## config.mk

```make
export PLATFORM = sky130hd
export DESIGN_NAME = terminal_key_escape_decoder
export DESIGN_NICKNAME = d
export VERILOG_FILES = /design/src/rtl/tked_pkg.sv /design/src/rtl/tked_decode.sv /design/src/rtl/terminal_key_escape_decoder.sv
export SDC_FILE = /design/constraint.sdc
export NUM_CORES = 1
export LEC_CHECK = 0
export ABC_CLOCK_PERIOD_IN_PS = 4200
export BUFFER_PORTS_ARGS = -buffer_cell sky130_fd_sc_hd__buf_2
export CAP_MARGIN = 20
export CELL_PAD_IN_SITES_DETAIL_PLACEMENT = 0
export CELL_PAD_IN_SITES_GLOBAL_PLACEMENT = 1
export CORE_ASPECT_RATIO = 1.2
export CORE_UTILIZATION = 45
export DETAILED_ROUTE_END_ITERATION = 10
export HOLD_SLACK_MARGIN = 0.15
export PLACE_DENSITY = 0.79
export SETUP_SLACK_MARGIN = 0.3
export SLEW_MARGIN = 10
export SYNTH_ARGS = -nofsm -noshare
export SYNTH_HDL_FRONTEND = slang
export SYNTH_SLANG_ARGS = --single-unit
```

## constraint.sdc

```tcl
create_clock -name clk -period 4.2 [get_ports clk]
set_input_delay 0.42 -clock clk [delete_from_list [all_inputs] [get_ports clk]]
set_output_delay 0.42 -clock clk [all_outputs]
set_load 0.05 [all_outputs]
```

## src/rtl/tked_pkg.sv

```systemverilog
// shared types and constants of the terminal key escape decoder
`default_nettype none

package tked_pkg;

  // decoder phase, one-hot
  typedef enum logic [3:0] {
    PH_IDLE = 4'b0001,
    PH_ESC  = 4'b0010,
    PH_CSI  = 4'b0100,
    PH_SS3  = 4'b1000
  } phase_t;

  // key codes
  typedef enum logic [3:0] {
    K_CHAR  = 4'd0,
    K_ENTER = 4'd1,
    K_TAB   = 4'd2,
    K_BACK  = 4'd3,
    K_ESC   = 4'd4,
    K_UP    = 4'd5,
    K_DOWN  = 4'd6,
    K_RIGHT = 4'd7,
    K_LEFT  = 4'd8,
    K_HOME  = 4'd9,
    K_END   = 4'd10,
    K_DEL   = 4'd11,
    K_PGUP  = 4'd12,
    K_PGDN  = 4'd13
  } key_type_t;

  // item kinds
  localparam logic OP_BYTE = 1'b0;
  localparam logic OP_TICK = 1'b1;

  // configuration register indexes
  localparam logic REG_ESC_WAIT = 1'b0;
  localparam logic REG_SEQ_WAIT = 1'b1;

  // byte codes
  localparam logic [7:0] CH_NUL   = 8'h00;
  localparam logic [7:0] CH_BS    = 8'h08;
  localparam logic [7:0] CH_TAB   = 8'h09;
  localparam logic [7:0] CH_CR    = 8'h0D;
  localparam logic [7:0] CH_CTRLZ = 8'h1A;
  localparam logic [7:0] CH_ESC   = 8'h1B;
  localparam logic [7:0] CH_US    = 8'h1F;
  localparam logic [7:0] CH_DEL   = 8'h7F;
  localparam logic [7:0] CH_LBRK  = 8'h5B;
  localparam logic [7:0] CH_SS3   = 8'h4F;
  localparam logic [7:0] CH_TILDE = 8'h7E;
  localparam logic [7:0] CH_SEMI  = 8'h3B;
  localparam logic [7:0] CH_SLASH = 8'h2F;
  localparam logic [7:0] CH_ZERO  = 8'h30;
  localparam logic [7:0] CH_NINE  = 8'h39;
  localparam logic [7:0] CH_UPA   = 8'h41;
  localparam logic [7:0] CH_UPZ   = 8'h5A;
  localparam logic [7:0] CH_ONE   = 8'h31;
  localparam logic [7:0] CH_THREE = 8'h33;
  localparam logic [7:0] CH_FOUR  = 8'h34;
  localparam logic [7:0] CH_FIVE  = 8'h35;
  localparam logic [7:0] CH_SIX   = 8'h36;
  localparam logic [7:0] CH_SEVEN = 8'h37;
  localparam logic [7:0] CH_EIGHT = 8'h38;
  localparam logic [7:0] CH_LOWA  = 8'h60;

  localparam logic [15:0] WAIT_MAX = 16'hFFFF;
  localparam logic [15:0] ESC_WAIT_RST = 16'd25;
  localparam logic [15:0] SEQ_WAIT_RST = 16'd50;

  // one input item
  typedef struct packed {
    logic       op;
    logic [7:0] data_byte;
  } item_t;

  // one decoded key event
  typedef struct packed {
    key_type_t  key_type;
    logic [7:0] key_char;
    logic       alt_flag;
    logic       ctrl_flag;
    logic       shift_flag;
  } key_t;

  // arrow and home/end final bytes, K_CHAR when none
  function automatic key_type_t nav_key(input logic [7:0] fb);
    key_type_t k;
    unique case (fb)
      8'h41:   k = K_UP;
      8'h42:   k = K_DOWN;
      8'h43:   k = K_RIGHT;
      8'h44:   k = K_LEFT;
      8'h48:   k = K_HOME;
      8'h46:   k = K_END;
      default: k = K_CHAR;
    endcase
    return k;
  endfunction

  function automatic logic is_digit(input logic [7:0] c);
    return (c >= CH_ZERO) && (c <= CH_NINE);
  endfunction

endpackage

`default_nettype wire

```

## src/rtl/tked_decode.sv

```systemverilog
// decoder state and per-item decode logic
`default_nettype none

module tked_decode #(
  parameter int SEQ_MAX = 8
) (
  input  wire              clk,
  input  wire              rst,
  input  wire              fire,
  input  tked_pkg::item_t  item,
  input  wire [15:0]       esc_wait,
  input  wire [15:0]       seq_wait,
  output logic             res_valid,
  output tked_pkg::key_t   res
);
  import tked_pkg::*;

  localparam int CW = (SEQ_MAX > 1) ? $clog2(SEQ_MAX) : 1;

  phase_t      phase, phase_next;
  logic [15:0] wait_count, wait_count_next;
  logic [CW-1:0] seq_count, seq_count_next;
  logic [7:0]  first_byte, first_byte_next;
  // modifier tracking since the last ';' of the held sequence
  logic        semi_seen, semi_seen_next;
  logic        mod_nonempty, mod_nonempty_next;
  logic        mod_digits, mod_digits_next;
  logic        mod_nonzero, mod_nonzero_next;
  logic        mod_even, mod_even_next;

  logic [7:0]  b;
  logic [15:0] wait_inc, limit;
  logic        b_digit, csi_final;
  logic [7:0]  b0;
  key_type_t   k;
  key_t        csi_res;

  assign b = item.data_byte;
  assign b_digit = is_digit(b);
  assign wait_inc = (wait_count != WAIT_MAX) ? wait_count + 16'd1 : wait_count;
  assign limit = (phase == PH_ESC) ? esc_wait : seq_wait;
  assign csi_final = ((b >= CH_UPA) && (b <= CH_UPZ)) || (b == CH_TILDE) ||
                     (seq_count == CW'(SEQ_MAX - 1));
  assign b0 = (seq_count == '0) ? b : first_byte;
  assign k = nav_key(b);

  // csi sequence decode at its final byte
  always_comb begin
    csi_res = '0;
    csi_res.key_type = K_ESC;
    priority if (seq_count == CW'(0) && k != K_CHAR) begin
      csi_res.key_type = k;
    end else if (seq_count == CW'(1) && k != K_CHAR && is_digit(b0) &&
                 b0 != CH_ZERO && !b0[0]) begin
      csi_res.key_type = k;
      csi_res.shift_flag = 1'b1;
    end else if (b == CH_TILDE && (b0 == CH_ONE || b0 == CH_SEVEN)) begin
      csi_res.key_type = K_HOME;
    end else if (b == CH_TILDE && b0 == CH_THREE) begin
      csi_res.key_type = K_DEL;
    end else if (b == CH_TILDE && (b0 == CH_FOUR || b0 == CH_EIGHT)) begin
      csi_res.key_type = K_END;
    end else if (b == CH_TILDE && b0 == CH_FIVE) begin
      csi_res.key_type = K_PGUP;
    end else if (b == CH_TILDE && b0 == CH_SIX) begin
      csi_res.key_type = K_PGDN;
    end else if (b != CH_SEMI && semi_seen && mod_nonempty && k != K_CHAR) begin
      csi_res.key_type = k;
      csi_res.shift_flag = mod_digits && mod_nonzero && mod_even;
    end else begin
      csi_res.key_type = K_ESC;
    end
  end

  // next state and result
  always_comb begin
    phase_next        = phase;
    wait_count_next   = wait_count;
    seq_count_next    = seq_count;
    first_byte_next   = first_byte;
    semi_seen_next    = semi_seen;
    mod_nonempty_next = mod_nonempty;
    mod_digits_next   = mod_digits;
    mod_nonzero_next  = mod_nonzero;
    mod_even_next     = mod_even;
    res_valid         = 1'b0;
    res               = '0;
    if (item.op == OP_TICK) begin
      if (phase != PH_IDLE) begin
        if (wait_inc >= limit) begin
          phase_next      = PH_IDLE;
          wait_count_next = '0;
          res_valid       = 1'b1;
          res.key_type    = K_ESC;
        end else begin
          wait_count_next = wait_inc;
        end
      end
    end else begin
      wait_count_next = '0;
      unique case (phase)
        PH_ESC: begin
          if (b == CH_LBRK) begin
            phase_next        = PH_CSI;
            seq_count_next    = '0;
            semi_seen_next    = 1'b0;
            mod_nonempty_next = 1'b0;
            mod_digits_next   = 1'b1;
            mod_nonzero_next  = 1'b0;
            mod_even_next     = 1'b0;
          end else if (b == CH_SS3) begin
            phase_next = PH_SS3;
          end else begin
            phase_next   = PH_IDLE;
            res_valid    = 1'b1;
            res.key_type = K_CHAR;
            res.key_char = b;
            res.alt_flag = 1'b1;
          end
        end
        PH_CSI: begin
          if (seq_count == '0) begin
            first_byte_next = b;
          end
          if (csi_final) begin
            phase_next     = PH_IDLE;
            seq_count_next = '0;
            res_valid      = 1'b1;
            res            = csi_res;
          end else begin
            seq_count_next = seq_count + CW'(1);
            if (b == CH_SEMI) begin
              semi_seen_next    = 1'b1;
              mod_nonempty_next = 1'b0;
              mod_digits_next   = 1'b1;
              mod_nonzero_next  = 1'b0;
              mod_even_next     = 1'b0;
            end else begin
              mod_nonempty_next = 1'b1;
              mod_digits_next   = mod_digits && b_digit;
              mod_nonzero_next  = mod_nonzero || (b_digit && b != CH_ZERO);
              mod_even_next     = b_digit && !b[0];
            end
          end
        end
        PH_SS3: begin
          phase_next = PH_IDLE;
          res_valid  = 1'b1;
          if (b == 8'h48) begin
            res.key_type = K_HOME;
          end else if (b == 8'h46) begin
            res.key_type = K_END;
          end else begin
            res.key_type = K_ESC;
          end
        end
        PH_IDLE: begin
          res_valid = 1'b1;
          priority if (b == CH_ESC) begin
            phase_next = PH_ESC;
            res_valid  = 1'b0;
          end else if (b == CH_CR) begin
            res.key_type = K_ENTER;
          end else if (b == CH_TAB) begin
            res.key_type = K_TAB;
          end else if (b == CH_BS || b == CH_DEL) begin
            res.key_type = K_BACK;
          end else if (b != CH_NUL && b <= CH_CTRLZ) begin
            res.key_type  = K_CHAR;
            res.key_char  = b + CH_LOWA;
            res.ctrl_flag = 1'b1;
          end else if (b == CH_US) begin
            res.key_type  = K_CHAR;
            res.key_char  = CH_SLASH;
            res.ctrl_flag = 1'b1;
          end else begin
            res.key_type = K_CHAR;
            res.key_char = b;
          end
        end
        default: begin
          phase_next = PH_IDLE;
        end
      endcase
    end
  end

  // state registers
  always_ff @(posedge clk) begin
    if (rst) begin
      phase        <= PH_IDLE;
      wait_count   <= '0;
      seq_count    <= '0;
      semi_seen    <= 1'b0;
      mod_nonempty <= 1'b0;
      mod_digits   <= 1'b1;
      mod_nonzero  <= 1'b0;
      mod_even     <= 1'b0;
    end else if (fire) begin
      phase        <= phase_next;
      wait_count   <= wait_count_next;
      seq_count    <= seq_count_next;
      semi_seen    <= semi_seen_next;
      mod_nonempty <= mod_nonempty_next;
      mod_digits   <= mod_digits_next;
      mod_nonzero  <= mod_nonzero_next;
      mod_even     <= mod_even_next;
    end
  end

  // first sequence byte, payload only
  always_ff @(posedge clk) begin
    if (fire) begin
      first_byte <= first_byte_next;
    end
  end

endmodule

`default_nettype wire

```

## src/rtl/terminal_key_escape_decoder.sv

```systemverilog
// Terminal key escape decoder: keyboard bytes and millisecond ticks in,
// key events out.
// Input stream: s_tdata carries the received byte, s_tuser the item kind
// (0 byte, 1 tick). Output stream: m_tdata carries the character code,
// m_tuser the key type and the alt, ctrl and shift flags.
// An item produces zero or one key event. Plain bytes, ESC sequences
// (CSI and SS3) and the escape timeout are all decoded here.
// Configuration: cfg_we writes cfg_wdata into register cfg_index
// (0 escape wait ticks, 1 sequence wait ticks); write only while idle.
// Throughput is one item per cycle while the receiver does not stall: the
// decode is a single pass of logic between the input register and the
// output register, and each beat passes through both registers in turn.
// When the receiver stalls, the output register holds its beat and the
// input register holds one more item; s_tready drops once both are full.
// Synchronous reset returns to the idle phase, clears both stages and
// loads the wait registers with 25 and 50 ticks.
`default_nettype none

module terminal_key_escape_decoder #(
  parameter int SEQ_MAX = 8
) (
  input  wire        clk,
  input  wire        rst,
  input  wire        s_tvalid,
  output logic       s_tready,
  input  wire [7:0]  s_tdata,   // [7:0] data_byte
  input  wire        s_tuser,   // [0] op
  output logic       m_tvalid,
  input  wire        m_tready,
  output logic [7:0] m_tdata,   // [7:0] key_char
  output logic [6:0] m_tuser,   // [3:0] key_type, [4] alt_flag, [5] ctrl_flag, [6] shift_flag
  input  wire        cfg_we,
  input  wire        cfg_index,
  input  wire [15:0] cfg_wdata
);
  import tked_pkg::*;

  logic        in_valid;
  item_t       in_item;
  logic [15:0] esc_wait;
  logic [15:0] seq_wait;
  logic        advance;
  logic        res_valid;
  key_t        res;
  key_t        out_key;

  assign advance  = !m_tvalid || m_tready;
  assign s_tready = !in_valid || advance;

  // configuration registers
  always_ff @(posedge clk) begin
    if (rst) begin
      esc_wait <= ESC_WAIT_RST;
      seq_wait <= SEQ_WAIT_RST;
    end else if (cfg_we) begin
      unique case (cfg_index)
        REG_ESC_WAIT: esc_wait <= cfg_wdata;
        REG_SEQ_WAIT: seq_wait <= cfg_wdata;
        default: ;
      endcase
    end
  end

  // input register
  always_ff @(posedge clk) begin
    if (rst) begin
      in_valid <= 1'b0;
    end else if (s_tready) begin
      in_valid <= s_tvalid;
    end
  end

  always_ff @(posedge clk) begin
    if (s_tready && s_tvalid) begin
      in_item.op        <= s_tuser;
      in_item.data_byte <= s_tdata;
    end
  end

  tked_decode #(
    .SEQ_MAX(SEQ_MAX)
  ) u_decode (
    .clk      (clk),
    .rst      (rst),
    .fire     (in_valid && advance),
    .item     (in_item),
    .esc_wait (esc_wait),
    .seq_wait (seq_wait),
    .res_valid(res_valid),
    .res      (res)
  );

  // output register
  always_ff @(posedge clk) begin
    if (rst) begin
      m_tvalid <= 1'b0;
    end else if (advance) begin
      m_tvalid <= in_valid && res_valid;
    end
  end

  always_ff @(posedge clk) begin
    if (advance && in_valid && res_valid) begin
      out_key <= res;
    end
  end

  assign m_tdata = out_key.key_char;
  assign m_tuser = {out_key.shift_flag, out_key.ctrl_flag, out_key.alt_flag,
                    out_key.key_type};

endmodule

`default_nettype wire
```

== Word-level counts from Yosys, hierarchy flattened ==
Index checks and enable logic that the tools add are counted.

* Logic and storage cells: 213
* Output and inout port bits: 17
* Register bits after elaboration: 94
* Input port bits: 31

* Eq/ne operators: 41
* Bitwise gates (word level): 4
* Add/subtract/negate cells: 3
* Muxes and demuxes: 86
* Reductions and logical operators: 51
* Order comparisons: 8

{| class="wikitable"
|+ Operators with widths
! cell !! count
|-
| 2-to-1 mux 4 bit || 22
|-
| equality test 8 x 7 -> 1 bit, second input constant || 10
|-
| 2-to-1 mux 16 bit || 5
|-
| equality test 8 x 6 -> 1 bit, second input constant || 8
|-
| 2-to-1 mux 8 bit || 6
|-
| 2-to-1 mux 1 bit || 33
|-
| logical AND 1 bit || 26
|-
| equality test 8 x 4 -> 1 bit, second input constant || 3
|-
| inequality test 8 x 6 -> 1 bit, second input constant || 3
|-
| case mux 4 bit (6 select lines) || 1
|-
| case mux 8 bit (3 select lines) || 1
|-
| adder 16 x 1 -> 16 bit, second input constant || 1
|-
| equality test 8 x 5 -> 1 bit, second input constant || 2
|-
| >= comparator 16 bit || 1
|-
| >= comparator 8 x 6 -> 1 bit, second input constant || 2
|-
| less-or-equal comparator 8 x 6 -> 1 bit, second input constant || 2
|-
| inequality test 16 bit, second input constant || 1
|-
| case mux 4 bit (4 select lines) || 1
|-
| 2-to-1 mux 15 bit || 1
|-
| case mux 1 bit (2 select lines) || 7
|-
| 2-to-1 mux 13 bit || 1
|-
| 2-to-1 mux 12 bit || 1
|-
| case mux 4 bit (3 select lines) || 1
|-
| AND reduction 5 bit || 2
|-
| 31 further kinds || 52
|}

== Depth between registers and ports, before layout ==
* Depth after elaboration: 15
* Gate-level depth with buffers: 16
* Mapped depth without buffers: 13

== Hierarchy ==
From an unflattened synthesis, not the netlist that was laid out.

* Cells, all modules: 645
* Area total of the unflattened synthesis: 5830.6 µm²

{| class="wikitable"
|+ By module, submodules not included
! module !! area an instance (µm²) !! times used !! sequential area each (µm²) !! cells an instance
|-
| tked_decode || 3681.0 || 1 || 800.8 || 482
|-
| terminal_key_escape_decoder || 2149.6 || 1 || 1401.3 || 163
|}

== Worst setup path before layout ==
OpenSTA, ideal clock, no wires.

* Path type: reg2reg
* Start: register u_decode.wait_count[6]
* End: register u_decode.wait_count[7]
* Path slack: 666 ps
* Path buffers: 1
* Required time: 4126 ps
* Period minus slack after synthesis: 3534 ps
* Setup time: 74 ps
* Arrival time: 3460 ps
* Stages on the path, launching flop included: 15
* Path through: dfxtp_1 > clkbuf_1 > nand3_1 > nor4_1 > nand2_1 > nand4_1 > xnor2_1 > ha_1 > a211oi_1 > nand2_1 > o2111ai_1 > a21oi_1 > or2_2 > or4_1 > a31oi_1

* Longest elaborated chain between the ends: 6
* Elaborated cells on any way between the ends: 7
* Classes of those cells: add/sub (1); order compare (1); eq/ne (1); mux (4)

{| class="wikitable"
|+ Ends and longest elaborated chain
! what !! RTL line !! source
|-
| start, declared || tked_decode.sv:21 || <nowiki>logic [15:0] wait_count, wait_count_next;</nowiki>
|-
| start signal, assigned || tked_decode.sv:201 || <nowiki>wait_count <= wait_count_next;</nowiki>
|-
| adder 16 x 1 -> 16 bit or inequality test 16 bit (tied branches) || tked_decode.sv:40 || <nowiki>assign wait_inc = (wait_count != WAIT_MAX) ? wait_count + 16'd1 : wait_count;</nowiki>
|-
| 2-to-1 mux 16 bit * || tked_decode.sv:40 ||
|-
| >= comparator 16 bit || tked_decode.sv:90 || <nowiki>if (wait_inc >= limit) begin</nowiki>
|-
| 2-to-1 mux 16 bit * || tked_decode.sv:90 ||
|-
| 2-to-1 mux 16 bit * || tked_decode.sv:89 || <nowiki>if (phase != PH_IDLE) begin</nowiki>
|-
| 2-to-1 mux 16 bit * || tked_decode.sv:88 || <nowiki>if (item.op == OP_TICK) begin</nowiki>
|}

Every way passes the cells marked *; elsewhere a longest branch is shown, timed or not. The select of a mux whose other input is x is not followed.
A chain may end at the register's enable or synchronous reset.

== Worst setup path after layout ==
Ends and elaborated chain as after synthesis.

==> results.yml <==
routing:
  num_vias: 4739
  first_iter_violations: 131
  dr.pass1.iters: 6
  wl_per_cell_um: 15.9
  wl_um: 13300
  drtAntennaViolNets: 0
  vias_per_cell: 5.67
  drc: 0
outcome:
  status: "finished, final reports clean"
placed_design:
  gp_congestion: 0.905
  io_buffers: 47
  placed_area_um2: 5800
  pre_cts_slack_ns: 0.621
  hpwl_um: 9650
die:
  ios: 48
  initial_utilization_pct: 46.5
  core-area_um2: 11600
  fp.dieH_um: 122
  num_rows: 43
  fp.dieArea_um2: 12500
  die_x_um: 102
worst_setup_path:
  reg2regPathDepth: 14
  crit_family: "simple AND/OR/NAND/NOR gates"
  cp.arrival_ns: 3.81
  ff2ff_setup_slack_ns: 0.67
  cp.required_ns: 4.47
  slowest_stage: "or4_1"
  timing.critical_path.mode_cell: "nand2_1"
  critical_path_class: "flop to flop"
  end_kind: "flop"
  r2r-end: "u_decode.wait_count[7]"
  cpPeakStageDelay_ns: 0.51
  crit_chain: "nand3_1 > nor4_1 > buf_4 > nand2_1 > nand4_1 > xnor2_1 > ha_1 > a211oi_1 > nand2_1 > o2111ai_1 > a21oi_1 > or2_2 > or4_1 > a31oi_1"
  r2r-start: "u_decode.wait_count[6]"
  crit_fanout: 10
  crit_path_start_kind: "flop"
  path_buf_inv: 1
  crit_cells: 14
  startpoint: "u_decode.wait_count[6]"
  critical_path.endpoint: "u_decode.wait_count[7]"
synth:
  synth_nets: 693
  synth_warnings: 0
  yosysTopAreaCellShare_pct: 23.0
  synth_edf_count: 32
  ys_async_sr_fraction_pct: 0
  yosys_most_used_dff: "dfxtp_1"
  synth_cell_types: 63
  netlist_area_um2: 5410
  netlist_top_cells_area: "dfxtp_1 23%, edfxtp_1 18%, nand2_1 8.2%"
  synth-seq-cells: 94
  avgSynthCellArea_um2: 8.47
  synth-seq-area-share_pct: 40.7
  synth_top_cell_by_area: "dfxtp_1"
  synthCells: 638
sta:
  fin_skew_ns: 0.00577
  worstMarginPinSlew_ns: 0.951
  grt_setup_unrepaired: "false"
  maxSlewViolCount: 0
  tns_ns: 0
  slew-limit-headroom_pct: 35.8
  layout_setup_ws_ns: 0.667
  post-route-min-period_ns: 3.53
  max_freq_mhz: 283
  hold_viol_final: 0
  fin_crit_sh_pct: 84.1
  setup_viol: 0
layout:
  layout-drive-gt1-share_pct: 13.5
  fin_nets: 729
  area_delta_synth_final_pct: 13.4
  final_area_um2: 6130
  diodes: 0
  num-fill-cells: 1133
hold_path:
  hold_class: "input pin to flop"
clocking:
  htreeDepth: 3
  clk_path_buf_depth: 2
  clk_pin_slew_ns: 0.07
  cts_num_sinks: 94
  tritoncts: "done"
  clock-root-buffer: "clkbuf_16"
  hold_buffers: 0
  clock_latency_ns: 0.35
  cts-buffers-inserted: 9
grt:
  grt_usage_pct: 22.7
  grt_start_max_net_pins: 34
  grt_pass1_wl_um: 21800
  gr-total-overflow: 0
  grt_pass1_vias: 4586
  antenna_found_initial: 0
pwr:
  ir_drop_mv: 0.165
  p_leak_uw: 0.00231
  power.density_nw_per_um2: 324
flow_run:
  cap_violations: 0
==> flip-flops by register name, indices dropped and copies added, names as in the netlist, 3 cells and up <==
| register | count |
|---|---|
| seq_wait | 16 |
| u_decode.phase | 4 |
| m_tdata | 8 |
| u_decode.seq_count | 3 |
| u_decode.wait_count | 16 |
| m_tuser | 7 |
| u_decode.first_byte | 8 |
| in_item | 9 |
| esc_wait | 16 |
==> cell usage in the layout, fill, tap and decap left out, drive strengths merged, types with 8 or more instances in the layout <==
cell type	netlist	layout
and3	8	8
xnor2	9	9
nand3b	12	12
or4	8	8
nand4	10	10
ha	24	24
a31oi	14	14
buf	4	62
nor2	40	40
nand3	31	31
nand2	118	118
nor3	9	9
mux2i	26	26
nor4	8	8
dfxtp	62	62
nand2b	12	12
and2	10	10
clkbuf	33	10
edfxtp	32	32
inv	16	17
a21oi	66	66
o21ai	12	12
==> report_power, final <==
group	internal [µW]	switching (µW)	total (µW)
registers	964	20.3	984
logic	60.9	109	170
clock network	467	364	831
total	1490	493	1990
==> metal layers <==
layer | track usage [%] | wire length [µm] | vias to the layer above
met5 | 0 | 0 | -
met4 | 11.6 | 427 | 0
met3 | 3.50 | 347 | 35
met2 | 41.4 | 7090 | 102
met1 | 25.2 | 5410 | 2230
li1 | - | - | 2372
==> cell families (layout without fill, tap and decap cells) <==
group / after synthesis / in the layout / synth area share (%)
adders and majority gates: 24 / 24 / 5.56
xor gates and xnor gates: 13 / 13 / 2.11
AOI/OAI and AO/OA: 133 / 133 / 15.1
DFF: 94 / 94 / 40.7
and+or+nand+nor: 292 / 292 / 27.2
muxes: 29 / 29 / 5.44
buffers and inverters: 53 / 94 / 3.84
==> stage by stage <==
| stage | utilization [%] | total power [µW] | hold slack (ns) | std cells |
|---|---|---|---|---|
| 6_report | 52.7 | 1990 | 0.243 | 836 |
| 5_1_grt | 52.7 | 2060 | 0.228 | 836 |
| 4_1_cts | 52.5 | 2000 | 0.231 | 834 |
| 3_5_place_dp | 49.9 | 1170 | 0.448 | 818 |
| 3_3_place_gp | 49.8 | 1170 | 0.442 | 817 |
| 2_1_floorplan | - | 1110 | 0.432 | 638 |
==> worst min-delay path by stage <==
| stage | startpoint | endpoint | slack [ns] | cells past startpoint |
|---|---|---|---|---|
| after floorplan | u_decode.mod_even | u_decode.mod_even | 0.43 | 2 |
| after global placement | seq_wait[2] | seq_wait[2] | 0.44 | 2 |
| after detailed placement | esc_wait[10] | esc_wait[10] | 0.45 | 2 |
| after CTS | s_tdata[1] | in_item[1] | 0.23 | 1 |
| after global routing | s_tuser | in_item[8] | 0.23 | 1 |
| final | s_tdata[1] | in_item[1] | 0.24 | 1 |
==> area by class of cell <==
type | count | area [µm²] | share of cell area (%)
inverter | 16 | 63.8 | 1.04
sequential | 94 | 2200 | 35.9
clock inverter | 6 | 70.1 | 1.14
timing repair buffer | 62 | 362 | 5.90
clock buffer | 10 | 229 | 3.74
tap | 157 | 196 | 3.21
multi-input combinational | 491 | 3000 | 49.0
==> synthesized netlist by cell type (all sizes together), types with 2 or more instances <==
| master | n |
|---|---|
| nand2 | 118 |
| a21oi | 66 |
| dfxtp | 62 |
| nor2 | 40 |
| clkbuf | 33 |
| edfxtp | 32 |
| nand3 | 31 |
| mux2i | 26 |
| ha | 24 |
| inv | 16 |
| a31oi | 14 |
| nand2b | 12 |
| nand3b | 12 |
| o21ai | 12 |
| and2 | 10 |
| nand4 | 10 |
| nor3 | 9 |
| xnor2 | 9 |
| and3 | 8 |
| nor4 | 8 |
| or4 | 8 |
| a211oi | 7 |
| nor2b | 7 |
| buf | 4 |
| o21a | 4 |
| xor2 | 4 |
| a21o | 3 |
| mux2 | 3 |
| nor3b | 3 |
| nor4b | 3 |
| o211ai | 3 |
| o21bai | 3 |
| o32ai | 3 |
| or2 | 3 |
| or3 | 3 |
| a2bb2oi | 2 |
| o2111ai | 2 |
| or4b | 2 |
==> timing repair <==
action                                  4_1_cts  5_1_grt
endpoints found under the setup margin        0       15
setup buffers                                 0        1
gates resized for setup                       0        1
No activity file was read; power rests on OpenSTA's default activity.
